==> src/hdl/stl_pkg.sv <==
// Shared types and constants for the source token lexer.
// No dependencies; every other file refers to it by scoped names.
`timescale 1ns / 1ps

package stl_pkg;

  localparam int KW_SLOTS   = 7;              // slots searched
  localparam int KW_REGS    = 7;              // keyword registers on the config port
  localparam int KW_CHARS   = 8;              // characters kept per identifier
  localparam int LEAD_W     = 8 * KW_CHARS;
  localparam int KW_W       = 64;
  localparam int POS_W      = 16;             // line and column counters
  localparam int LEN_W      = 16;
  localparam int VAL_W      = 63;
  localparam int SLOT_W     = 3;
  localparam int CFG_IDX_W  = 3;
  localparam int CFG_DATA_W = 64;

  localparam int FIFO_DEPTH = 4;
  localparam int FIFO_PTR_W = $clog2(FIFO_DEPTH);

  // register indexes
  localparam logic [CFG_IDX_W-1:0] CFG_KW_COUNT = 3'd0;
  localparam logic [CFG_IDX_W-1:0] CFG_KW_FIRST = 3'd1;

  typedef enum logic [2:0] {
    KIND_EOF     = 3'd0,
    KIND_IDENT   = 3'd1,
    KIND_INT     = 3'd2,
    KIND_CHAR    = 3'd3,
    KIND_KEYWORD = 3'd4
  } kind_e;

  typedef enum logic [1:0] {
    MODE_IDLE,
    MODE_IDENT,
    MODE_INT
  } mode_e;

  typedef struct packed {
    logic [SLOT_W-1:0]             count;
    logic [KW_REGS-1:0][KW_W-1:0]  kw;
  } cfg_t;

  typedef struct packed {
    kind_e        kind;
    logic [2:0]   slot;
    logic [7:0]   ch;
    logic [62:0]  value;
    logic         ovf;
    logic [15:0]  len;
    logic [15:0]  line;
    logic [15:0]  col;
    logic         last;
  } token_t;

  // up to two tokens per byte: a closed pending token, then eof or a char token
  typedef struct packed {
    logic   a_valid;
    token_t a;
    logic   b_valid;
    token_t b;
  } push_t;

endpackage

==> src/hdl/stl_cfg_regs.sv <==
// Configuration registers: keyword count and keyword slots.
// Depends on stl_pkg.
`timescale 1ns / 1ps

module stl_cfg_regs (
  input  logic                           clk_i,
  input  logic                           rst_ni,
  input  logic                           we_i,
  input  logic [stl_pkg::CFG_IDX_W-1:0]  idx_i,
  input  logic [stl_pkg::CFG_DATA_W-1:0] wdata_i,
  output stl_pkg::cfg_t                  cfg_o
);

  stl_pkg::cfg_t cfg_d, cfg_q;
  logic [stl_pkg::CFG_IDX_W-1:0] kw_sel;

  assign kw_sel = idx_i - stl_pkg::CFG_KW_FIRST;

  always_comb begin
    cfg_d = cfg_q;
    if (we_i) begin
      case (idx_i)
        stl_pkg::CFG_KW_COUNT: cfg_d.count = wdata_i[stl_pkg::SLOT_W-1:0];
        default:               cfg_d.kw[kw_sel] = wdata_i[stl_pkg::KW_W-1:0];
      endcase
    end
  end

  always_ff @(posedge clk_i or negedge rst_ni) begin
    if (!rst_ni) begin
      cfg_q <= '0;
    end else begin
      cfg_q <= cfg_d;
    end
  end

  assign cfg_o = cfg_q;

endmodule

==> src/hdl/stl_kw_match.sv <==
// Keyword lookup: compares the leading characters with the active slots,
// first match wins. Depends on stl_pkg.
`timescale 1ns / 1ps

module stl_kw_match (
  input  stl_pkg::cfg_t                cfg_i,
  input  logic [stl_pkg::LEAD_W-1:0]   lead_i,
  input  logic                         len_ok_i,
  output logic                         hit_o,
  output logic [stl_pkg::SLOT_W-1:0]   slot_o
);

  always_comb begin
    hit_o  = 1'b0;
    slot_o = '0;
    // walk downward so the lowest matching slot ends up selected
    for (int i = stl_pkg::KW_SLOTS - 1; i >= 0; i--) begin
      if (len_ok_i && (stl_pkg::SLOT_W'(i) < cfg_i.count) &&
          (cfg_i.kw[i][stl_pkg::LEAD_W-1:0] == lead_i)) begin
        hit_o  = 1'b1;
        slot_o = stl_pkg::SLOT_W'(i);
      end
    end
  end

endmodule

==> src/hdl/stl_scan.sv <==
// Scanner state and token forming for one byte per cycle, on each cycle that fire_i transfers a byte.
// Depends on stl_pkg and stl_kw_match.
`timescale 1ns / 1ps

module stl_scan (
  input  logic            clk_i,
  input  logic            rst_ni,
  input  logic            fire_i,
  input  logic [7:0]      byte_i,
  input  logic            eoi_i,
  input  stl_pkg::cfg_t   cfg_i,
  output stl_pkg::push_t  push_o
);

  localparam logic [7:0] CH_UNDERSCORE = 8'h5F;
  localparam logic [7:0] CH_ZERO       = 8'h30;
  localparam logic [7:0] CH_NINE       = 8'h39;
  localparam logic [7:0] CH_LF         = 8'h0A;
  localparam logic [7:0] CH_CR         = 8'h0D;
  localparam logic [7:0] CH_TAB        = 8'h09;
  localparam logic [7:0] CH_SPACE      = 8'h20;
  localparam logic [7:0] CH_LOW_A      = 8'h61;
  localparam logic [7:0] CH_LOW_Z      = 8'h7A;
  localparam logic [7:0] CH_UP_A       = 8'h41;
  localparam logic [7:0] CH_UP_Z       = 8'h5A;

  localparam int MUL_W = stl_pkg::VAL_W + 4;
  localparam logic [stl_pkg::POS_W-1:0] POS_ONE = stl_pkg::POS_W'(1);

  stl_pkg::mode_e                  mode_d, mode_q;
  logic [stl_pkg::POS_W-1:0]       line_d, line_q, col_d, col_q;
  logic [stl_pkg::POS_W-1:0]       pline_d, pline_q, pcol_d, pcol_q;
  logic [stl_pkg::LEN_W-1:0]       plen_d, plen_q;
  logic [stl_pkg::LEAD_W-1:0]      lead_d, lead_q;
  logic [stl_pkg::VAL_W-1:0]       val_d, val_q;
  logic                            ovf_d, ovf_q;

  logic is_letter, is_digit, is_head, is_body, is_space, end_w;
  logic cont_ident, cont_int, closing, is_char;
  logic [stl_pkg::POS_W-1:0]  adv_line, adv_col;
  logic [stl_pkg::LEN_W-1:0]  plen_inc;
  logic                       kw_hit;
  logic [stl_pkg::SLOT_W-1:0] kw_slot;
  logic [MUL_W-1:0]           acc;
  logic [stl_pkg::VAL_W-1:0]  digit;

  assign is_letter = ((byte_i >= CH_LOW_A) && (byte_i <= CH_LOW_Z)) ||
                     ((byte_i >= CH_UP_A) && (byte_i <= CH_UP_Z));
  assign is_digit  = (byte_i >= CH_ZERO) && (byte_i <= CH_NINE);
  assign is_head   = is_letter || (byte_i == CH_UNDERSCORE);
  assign is_body   = is_head || is_digit;
  assign is_space  = (byte_i == CH_SPACE) || ((byte_i >= CH_TAB) && (byte_i <= CH_CR));
  assign end_w     = eoi_i || (byte_i == 8'h00);

  assign cont_ident = (mode_q == stl_pkg::MODE_IDENT) && is_body;
  assign cont_int   = (mode_q == stl_pkg::MODE_INT) && is_digit;
  assign closing    = (mode_q != stl_pkg::MODE_IDLE) && (end_w || !(cont_ident || cont_int));
  assign is_char    = !end_w && !cont_ident && !cont_int && !is_space && !is_body;

  // column steps, saturating, on every consumed byte that does not end the input; CR and LF return it to 1
  always_comb begin
    adv_line = line_q;
    adv_col  = (col_q != '1) ? col_q + POS_ONE : col_q;
    if ((byte_i == CH_CR) || (byte_i == CH_LF)) begin
      adv_col = POS_ONE;
      if ((byte_i == CH_LF) && (line_q != '1)) adv_line = line_q + POS_ONE;
    end
  end

  assign plen_inc = (plen_q != '1) ? plen_q + stl_pkg::LEN_W'(1) : plen_q;

  // value * 10 + digit, with room to spot saturation
  assign digit = stl_pkg::VAL_W'(byte_i - CH_ZERO);
  assign acc   = (MUL_W'(val_q) << 3) + (MUL_W'(val_q) << 1) + MUL_W'(digit);

  stl_kw_match u_kw_match (
    .cfg_i    (cfg_i),
    .lead_i   (lead_q),
    .len_ok_i (plen_q <= stl_pkg::LEN_W'(stl_pkg::KW_CHARS)),
    .hit_o    (kw_hit),
    .slot_o   (kw_slot)
  );

  always_comb begin
    push_o = '0;

    push_o.a_valid = fire_i && closing;
    push_o.a.kind  = (mode_q == stl_pkg::MODE_INT) ? stl_pkg::KIND_INT :
                     (kw_hit ? stl_pkg::KIND_KEYWORD : stl_pkg::KIND_IDENT);
    push_o.a.slot  = ((mode_q == stl_pkg::MODE_IDENT) && kw_hit) ? kw_slot : '0;
    push_o.a.value = (mode_q == stl_pkg::MODE_INT) ? val_q : '0;
    push_o.a.ovf   = (mode_q == stl_pkg::MODE_INT) && ovf_q;
    push_o.a.len   = 16'(plen_q);
    push_o.a.line  = 16'(pline_q);
    push_o.a.col   = 16'(pcol_q);

    push_o.b_valid = fire_i && (end_w || is_char);
    push_o.b.kind  = end_w ? stl_pkg::KIND_EOF : stl_pkg::KIND_CHAR;
    push_o.b.ch    = end_w ? 8'h00 : byte_i;
    push_o.b.len   = end_w ? 16'd0 : 16'd1;
    push_o.b.line  = 16'(line_q);
    push_o.b.col   = 16'(col_q);
    push_o.b.last  = 1'b1;

    push_o.a.last  = !push_o.b_valid;
  end

  always_comb begin
    mode_d  = mode_q;
    line_d  = line_q;
    col_d   = col_q;
    pline_d = pline_q;
    pcol_d  = pcol_q;
    plen_d  = plen_q;
    lead_d  = lead_q;
    val_d   = val_q;
    ovf_d   = ovf_q;
    if (fire_i) begin
      if (end_w) begin
        mode_d  = stl_pkg::MODE_IDLE;
        line_d  = POS_ONE;
        col_d   = POS_ONE;
        pline_d = POS_ONE;
        pcol_d  = POS_ONE;
        plen_d  = '0;
        lead_d  = '0;
        val_d   = '0;
        ovf_d   = 1'b0;
      end else if (cont_ident) begin
        for (int j = 0; j < stl_pkg::KW_CHARS; j++) begin
          if (plen_q == stl_pkg::LEN_W'(j)) lead_d[8*j +: 8] = lead_q[8*j +: 8] | byte_i;
        end
        plen_d = plen_inc;
        line_d = adv_line;
        col_d  = adv_col;
      end else if (cont_int) begin
        if (acc > MUL_W'({stl_pkg::VAL_W{1'b1}})) begin
          val_d = '1;
          ovf_d = 1'b1;
        end else begin
          val_d = acc[stl_pkg::VAL_W-1:0];
        end
        plen_d = plen_inc;
        line_d = adv_line;
        col_d  = adv_col;
      end else begin
        mode_d = stl_pkg::MODE_IDLE;
        if (!is_space) begin
          pline_d = line_q;
          pcol_d  = col_q;
          plen_d  = stl_pkg::LEN_W'(1);
          if (is_head) begin
            mode_d = stl_pkg::MODE_IDENT;
            lead_d = stl_pkg::LEAD_W'(byte_i);
          end else if (is_digit) begin
            mode_d = stl_pkg::MODE_INT;
            val_d  = digit;
            ovf_d  = 1'b0;
          end
        end
        line_d = adv_line;
        col_d  = adv_col;
      end
    end
  end

  always_ff @(posedge clk_i or negedge rst_ni) begin
    if (!rst_ni) begin
      mode_q  <= stl_pkg::MODE_IDLE;
      line_q  <= POS_ONE;
      col_q   <= POS_ONE;
      pline_q <= POS_ONE;
      pcol_q  <= POS_ONE;
      plen_q  <= '0;
      lead_q  <= '0;
      val_q   <= '0;
      ovf_q   <= 1'b0;
    end else begin
      mode_q  <= mode_d;
      line_q  <= line_d;
      col_q   <= col_d;
      pline_q <= pline_d;
      pcol_q  <= pcol_d;
      plen_q  <= plen_d;
      lead_q  <= lead_d;
      val_q   <= val_d;
      ovf_q   <= ovf_d;
    end
  end

endmodule

==> src/hdl/stl_out_fifo.sv <==
// Result queue: takes up to two tokens per cycle, hands out one per transfer.
// Depends on stl_pkg.
`timescale 1ns / 1ps

module stl_out_fifo (
  input  logic            clk_i,
  input  logic            rst_ni,
  input  stl_pkg::push_t  push_i,
  output logic            room_o,
  output logic            valid_o,
  input  logic            ready_i,
  output stl_pkg::token_t token_o
);

  localparam int CNT_W = stl_pkg::FIFO_PTR_W + 1;

  stl_pkg::token_t mem_q [stl_pkg::FIFO_DEPTH];
  logic [stl_pkg::FIFO_PTR_W-1:0] wr_d, wr_q, rd_d, rd_q, b_ptr;
  logic [CNT_W-1:0]               cnt_d, cnt_q;
  logic                           pop;

  assign pop     = valid_o && ready_i;
  assign b_ptr   = wr_q + stl_pkg::FIFO_PTR_W'(push_i.a_valid);
  assign valid_o = (cnt_q != '0);
  assign token_o = mem_q[rd_q];
  // room for a full pair, independent of the output side this cycle
  assign room_o  = (cnt_q <= CNT_W'(stl_pkg::FIFO_DEPTH - 2));

  always_comb begin
    wr_d  = wr_q + stl_pkg::FIFO_PTR_W'(push_i.a_valid) +
            stl_pkg::FIFO_PTR_W'(push_i.b_valid);
    rd_d  = rd_q + stl_pkg::FIFO_PTR_W'(pop);
    cnt_d = cnt_q + CNT_W'(push_i.a_valid) + CNT_W'(push_i.b_valid) - CNT_W'(pop);
  end

  always_ff @(posedge clk_i) begin
    if (push_i.a_valid) mem_q[wr_q] <= push_i.a;
    if (push_i.b_valid) mem_q[b_ptr] <= push_i.b;
  end

  always_ff @(posedge clk_i or negedge rst_ni) begin
    if (!rst_ni) begin
      wr_q  <= '0;
      rd_q  <= '0;
      cnt_q <= '0;
    end else begin
      wr_q  <= wr_d;
      rd_q  <= rd_d;
      cnt_q <= cnt_d;
    end
  end

endmodule

==> src/hdl/source_token_lexer_top.sv <==
// Source token lexer: a token enters the result queue at the byte transfer that ends it.
// One byte per cycle; input is held off only while the four-entry result queue
// lacks room for two tokens (a closed token plus a char or end-of-file token).
// Reset clears the queue, sets line and column to 1 and keyword registers to zero.
// Uses stl_pkg, stl_cfg_regs, stl_scan and stl_out_fifo.
`timescale 1ns / 1ps

module source_token_lexer_top (
  input  logic                           clk_i,
  input  logic                           rst_ni,
  input  logic                           cfg_we_i,
  input  logic [stl_pkg::CFG_IDX_W-1:0]  cfg_idx_i,
  input  logic [stl_pkg::CFG_DATA_W-1:0] cfg_wdata_i,
  input  logic                           s_axis_tvalid,
  output logic                           s_axis_tready,
  input  logic [7:0]                     s_axis_tdata,   // source_byte
  input  logic                           s_axis_tlast,   // end_of_input
  output logic                           m_axis_tvalid,
  input  logic                           m_axis_tready,
  // keyword_slot, char_code, int_value, value_overflow, token_length,
  // start_line, start_column, zero fill
  output logic [127:0]                   m_axis_tdata,
  output logic [2:0]                     m_axis_tuser,   // token_kind
  output logic                           m_axis_tlast    // last_of_run
);

  stl_pkg::cfg_t   cfg;
  stl_pkg::push_t  push;
  stl_pkg::token_t tok;
  logic            fire;

  assign fire = s_axis_tvalid && s_axis_tready;

  stl_cfg_regs u_cfg_regs (
    .clk_i   (clk_i),
    .rst_ni  (rst_ni),
    .we_i    (cfg_we_i),
    .idx_i   (cfg_idx_i),
    .wdata_i (cfg_wdata_i),
    .cfg_o   (cfg)
  );

  stl_scan u_scan (
    .clk_i  (clk_i),
    .rst_ni (rst_ni),
    .fire_i (fire),
    .byte_i (s_axis_tdata),
    .eoi_i  (s_axis_tlast),
    .cfg_i  (cfg),
    .push_o (push)
  );

  stl_out_fifo u_out_fifo (
    .clk_i   (clk_i),
    .rst_ni  (rst_ni),
    .push_i  (push),
    .room_o  (s_axis_tready),
    .valid_o (m_axis_tvalid),
    .ready_i (m_axis_tready),
    .token_o (tok)
  );

  assign m_axis_tdata = {5'b0, tok.col, tok.line, tok.len, tok.ovf, tok.value,
                         tok.ch, tok.slot};
  assign m_axis_tuser = tok.kind;
  assign m_axis_tlast = tok.last;

endmodule

==> config.mk <==
export PLATFORM = sky130hd
export DESIGN_NAME = source_token_lexer_top
export DESIGN_NICKNAME = d
export VERILOG_FILES = /design/src/hdl/stl_pkg.sv /design/src/hdl/stl_cfg_regs.sv /design/src/hdl/stl_kw_match.sv /design/src/hdl/stl_scan.sv /design/src/hdl/stl_out_fifo.sv /design/src/hdl/source_token_lexer_top.sv
export SDC_FILE = /design/constraint.sdc
export NUM_CORES = 2
export LEC_CHECK = 0
export BUFFER_PORTS_ARGS = -buffer_cell sky130_fd_sc_hd__buf_2
export CORE_MARGIN = 2
export CORE_UTILIZATION = 59
export DETAILED_ROUTE_END_ITERATION = 16
export PLACE_DENSITY_LB_ADDON = 0.15
export RECOVER_POWER = 50
export SLEW_MARGIN = 20
export SYNTH_ARGS = -nofsm -noshare
export SYNTH_HDL_FRONTEND = slang
export SYNTH_SLANG_ARGS = --single-unit
==> constraint.sdc <==
create_clock -name clk_i -period 5.6 [get_ports clk_i]
set_input_delay 1.12 -clock clk_i [delete_from_list [all_inputs] [get_ports clk_i]]
set_output_delay 1.12 -clock clk_i [all_outputs]
set_load 0.03 [all_outputs]
==> impl_metrics.yaml <==
placement:
  numPortBuffers: 209
  gp_congestion: 0.962
  place.detailed.hpwl_mm: 115
  placed_cells_incl_taps: 5984
  placedInstanceArea_um2: 59700
synth:
  library_cells_used_by_synthesis: 94
  synthesis.area_per_instance_um2: 12.0
  synth-main-ff-cell: "dfrtp_1"
  syn-instance-count: 4731
  synthesis.yosys.warnings: 0
  synth-async-reset-ratio_pct: 56.8
  synth_edf_count: 172
  post_synth_instance_area_um2: 56800
  ys_seq_elements: 1176
  synth_seq_area_share_pct: 50.4
critical_path:
  timing.rr.start: "u_scan.val_q[4]"
  path_common_cell: "clkbuf_1"
  crit_path_start: "s_axis_tdata[7]"
  crit_chain: "buf_2, clkbuf_1, nor3_1, a21oi_2, clkbuf_1, o21ai_0, nand2_2, nor2_1, o21a_2, nor2b_4, buf_12, a221o_1"
  ff2ff_path_depth: 15
  timing.critical_path.required_ns: 6.20
  timing.critical_path.max_delay_family: "buffers and inverters"
  worst-setup-path-type: "in -> reg"
  critical_path.reg2reg.endpoint: "u_scan.val_q[54]"
  path_depth: 12
  combined_buffer_and_inverter_count_along_the_critical_path: 4
  worst_setup_sp_type: "primary input"
  critical-path-max-stage-delay_ns: 1.24
  setup_crit_end_kind: "flop"
  timing.critical_path.arrival_ns: 5.63
  crit_path_end: "u_scan.val_q[6]"
  crit_path_max_fanout: 38
  critical_path.slowest_cell: "clkbuf_1"
  regToRegSetupSlack_ns: 1.18
pwr:
  vdd_drop_max_mv: 0.374
  p_per_area_nw_per_um2: 496
  p_leak_nw: 26.7
worst_hold_path:
  timing.hold.worst.class: "reg -> reg"
floorplan:
  floorplan.initialDensity_pct: 59.7
  fp.dieArea_um2: 98700
  floorplan.die.width_um: 314
  num_rows: 113
  top_level_i_o_count: 215
  placeableCoreArea_um2: 95200
  floorplan.die.height_um: 314
final_layout:
  fin_nets: 5069
  finish.instance_area_um2: 63800
  multi_input_comb_area_um2: 26500
  synthToLayoutAreaGrowth_pct: 12.4
  drive_gt1_share_pct: 23.8
  mostFrequentLayoutCell: "dfrtp_1"
  final_cell_mix: "dfrtp_1 (662), mux2_2 (445), a22o_1 (426)"
  fill_cells: 7188
  final-instance-count-excl-fill: 6219
  area.sequential_um2: 28600
timing:
  period_needed_ns: 5.03
  timing.final.hold_violations: 0
  slew-limit-headroom_pct: -118
  share_of_the_clock_period_used_by_the_worst_path_after_layout_pct: 89.9
  clock_skew_ns: 0.0336
  setup-tns-final_ns: 0
  rsz0062_at_grt: "no"
  final-max-slew-violation-count: 623
  achievable-frequency_mhz: 199
  report.final.setup_viol: 0
  timing_worst_slew_pin_value_ns: 3.27
job:
  drv.max_cap_violation_count: 12
global_routing:
  grt_start_max_net_pins: 123
  grt_antenna_before_repair: 12
  grt.total_usage_pct: 34.9
  vias_in_the_first_global_route: 39800
  globalRouteOverflowTotal: 0
  global_route_wire_length_before_repair_mm: 258
clocking:
  htreeDepth: 3
  cts_tree: "built"
  insertion_delay_ns: 0.73
  cts-hold-fix-buffers: 0
  buffer_depth_of_the_longest_clock_path: 3
  clkSlewWorstSetupHoldPaths_ns: 0.06
  clock-root-buffer: "clkbuf_16"
  tritoncts.num_buffers: 120
  post_cts_resized: 0
  cts.repair_timing.setup_buffer_count: 0
  clkSinkCount: 1176
routing:
  first_iter_violations: 4106
  post_route_drc: 0
  post_drt_wl_per_cell_um: 27.7
  totalWireLength_mm: 172
  drtPass1Iterations: 5
  vias_per_cell: 6.52
  route.vias.total: 40600
  detail-route-antenna-nets: 0
status:
  run_status: "finished, violations left"
  failing_checks: "capacitance limit, slew limit"
## cell families after synthesis
kind of cell,synth area share (%)
flip-flops,50.4
other,0.00661
buffers and inverters,3.25
AND/OR/NAND/NOR,7.39
multiplexers,13.9
AO/OA/AOI/OAI,13.1
XOR/XNOR,7.81
adder cells (fa/ha/maj),4.07
## worst reg2reg max path, cell delays in order (launching register included)
cell and delay, ns:
dfrtp_1 0.62, inv_1 0.17, fa_1 0.54, inv_1 0.05, ha_1 0.37, o211ai_1 0.20
a21oi_1 0.10, o211ai_1 0.40, o211ai_1 0.21, buf_4 0.19, nor3b_1 0.15, or4_1 0.52
a41o_1 0.25, a21oi_1 0.18, xnor2_1 0.08, a221o_1 0.31
## flip-flops by register name (all words and copies together) (netlist names)
register          cells
u_scan.lead_q        64
u_cfg_regs.cfg_o    451
u_scan.col_q         16
u_scan.pcol_q        16
u_out_fifo.wr_q       2
u_scan.plen_q        16
u_out_fifo.cnt_q      3
u_scan.line_q        16
u_scan.pline_q       16
u_scan.val_q         63
u_scan.ovf_q          1
u_scan.mode_q         2
u_out_fifo.rd_q       2
u_out_fifo.mem_q    508
## worst min path at each step
stage / startpoint / endpoint / slack (ns) / depth (start not counted)
global placement: u_out_fifo.mem_q[0][126] / u_out_fifo.mem_q[0][126] / 0.44 / 2
CTS: u_out_fifo.mem_q[2][121] / u_out_fifo.mem_q[2][121] / 0.45 / 2
finish: u_out_fifo.mem_q[2][121] / u_out_fifo.mem_q[2][121] / 0.45 / 2
detailed placement: u_out_fifo.mem_q[2][121] / u_out_fifo.mem_q[2][121] / 0.44 / 2
global route: u_out_fifo.mem_q[0][121] / u_out_fifo.mem_q[0][121] / 0.47 / 2
floorplan: u_out_fifo.mem_q[2][123] / u_out_fifo.mem_q[2][123] / 0.43 / 2
## Yosys cell counts (62+ instances only)
library cell | n | area share, %
mux2_2 | 446 | 8.8
dfrtp_1 | 664 | 29
mux4_2 | 127 | 5.0
ha_1 | 83 | 1.8
inv_1 | 90 | 0.60
dfxtp_1 | 336 | 12
nand4_1 | 102 | 1.1
fa_1 | 63 | 2.2
a21oi_1 | 242 | 2.1
clkbuf_1 | 289 | 1.9
xor2_1 | 190 | 2.9
edfxtp_1 | 172 | 9.1
nor4_1 | 62 | 0.68
a22o_1 | 426 | 6.6
nor2_1 | 185 | 1.2
nand2_1 | 275 | 1.8
o21ai_0 | 94 | 0.83
xnor2_1 | 316 | 4.9
## metal layers
| metal | up-vias | track usage, % | share of wire (%) |
|---|---|---|---|
| li1 | 17600 | - | - |
| met3 | 390 | 5.66 | 8.2 |
| met2 | 1811 | 53.2 | 45 |
| met4 | 12 | 18.6 | 5.9 |
| met1 | 20800 | 48.5 | 40 |
| met5 | - | 0 | 0.045 |
## stage by stage
stage	hold slack, ns	setup slack (ns)	util [%]	power (W)
floorplan	0.429	-1.06	-	0.0192
global placement	0.436	0.120	62.8	0.0230
detailed placement	0.444	-0.00123	62.8	0.0232
CTS	0.452	0.755	67.2	0.0316
global route	0.468	0.255	67.0	0.0330
finish	0.450	0.567	67.0	0.0316
## final cells by class
cell class                      count  share of cell area [%]
Inverter                           91                   0.535
Clock inverter                     37                   0.824
Timing Repair Buffer              363                    3.92
Tap cell                         1265                    2.48
Antenna cell                        6                  0.0235
Sequential cell                  1176                    44.9
Multi-Input combinational cell   3090                    41.6
Clock buffer                      191                    5.75
## where the power goes
group	total (W)	internal [W]	leakage (nW)	switching, W
logic	0.0109	0.00460	11.9	0.00631
registers	0.0123	0.0103	12.8	0.00201
clock network	0.00845	0.00499	2.06	0.00345
total	0.0316	0.0198	26.7	0.0118
Power figures use the tool's default switching activity.
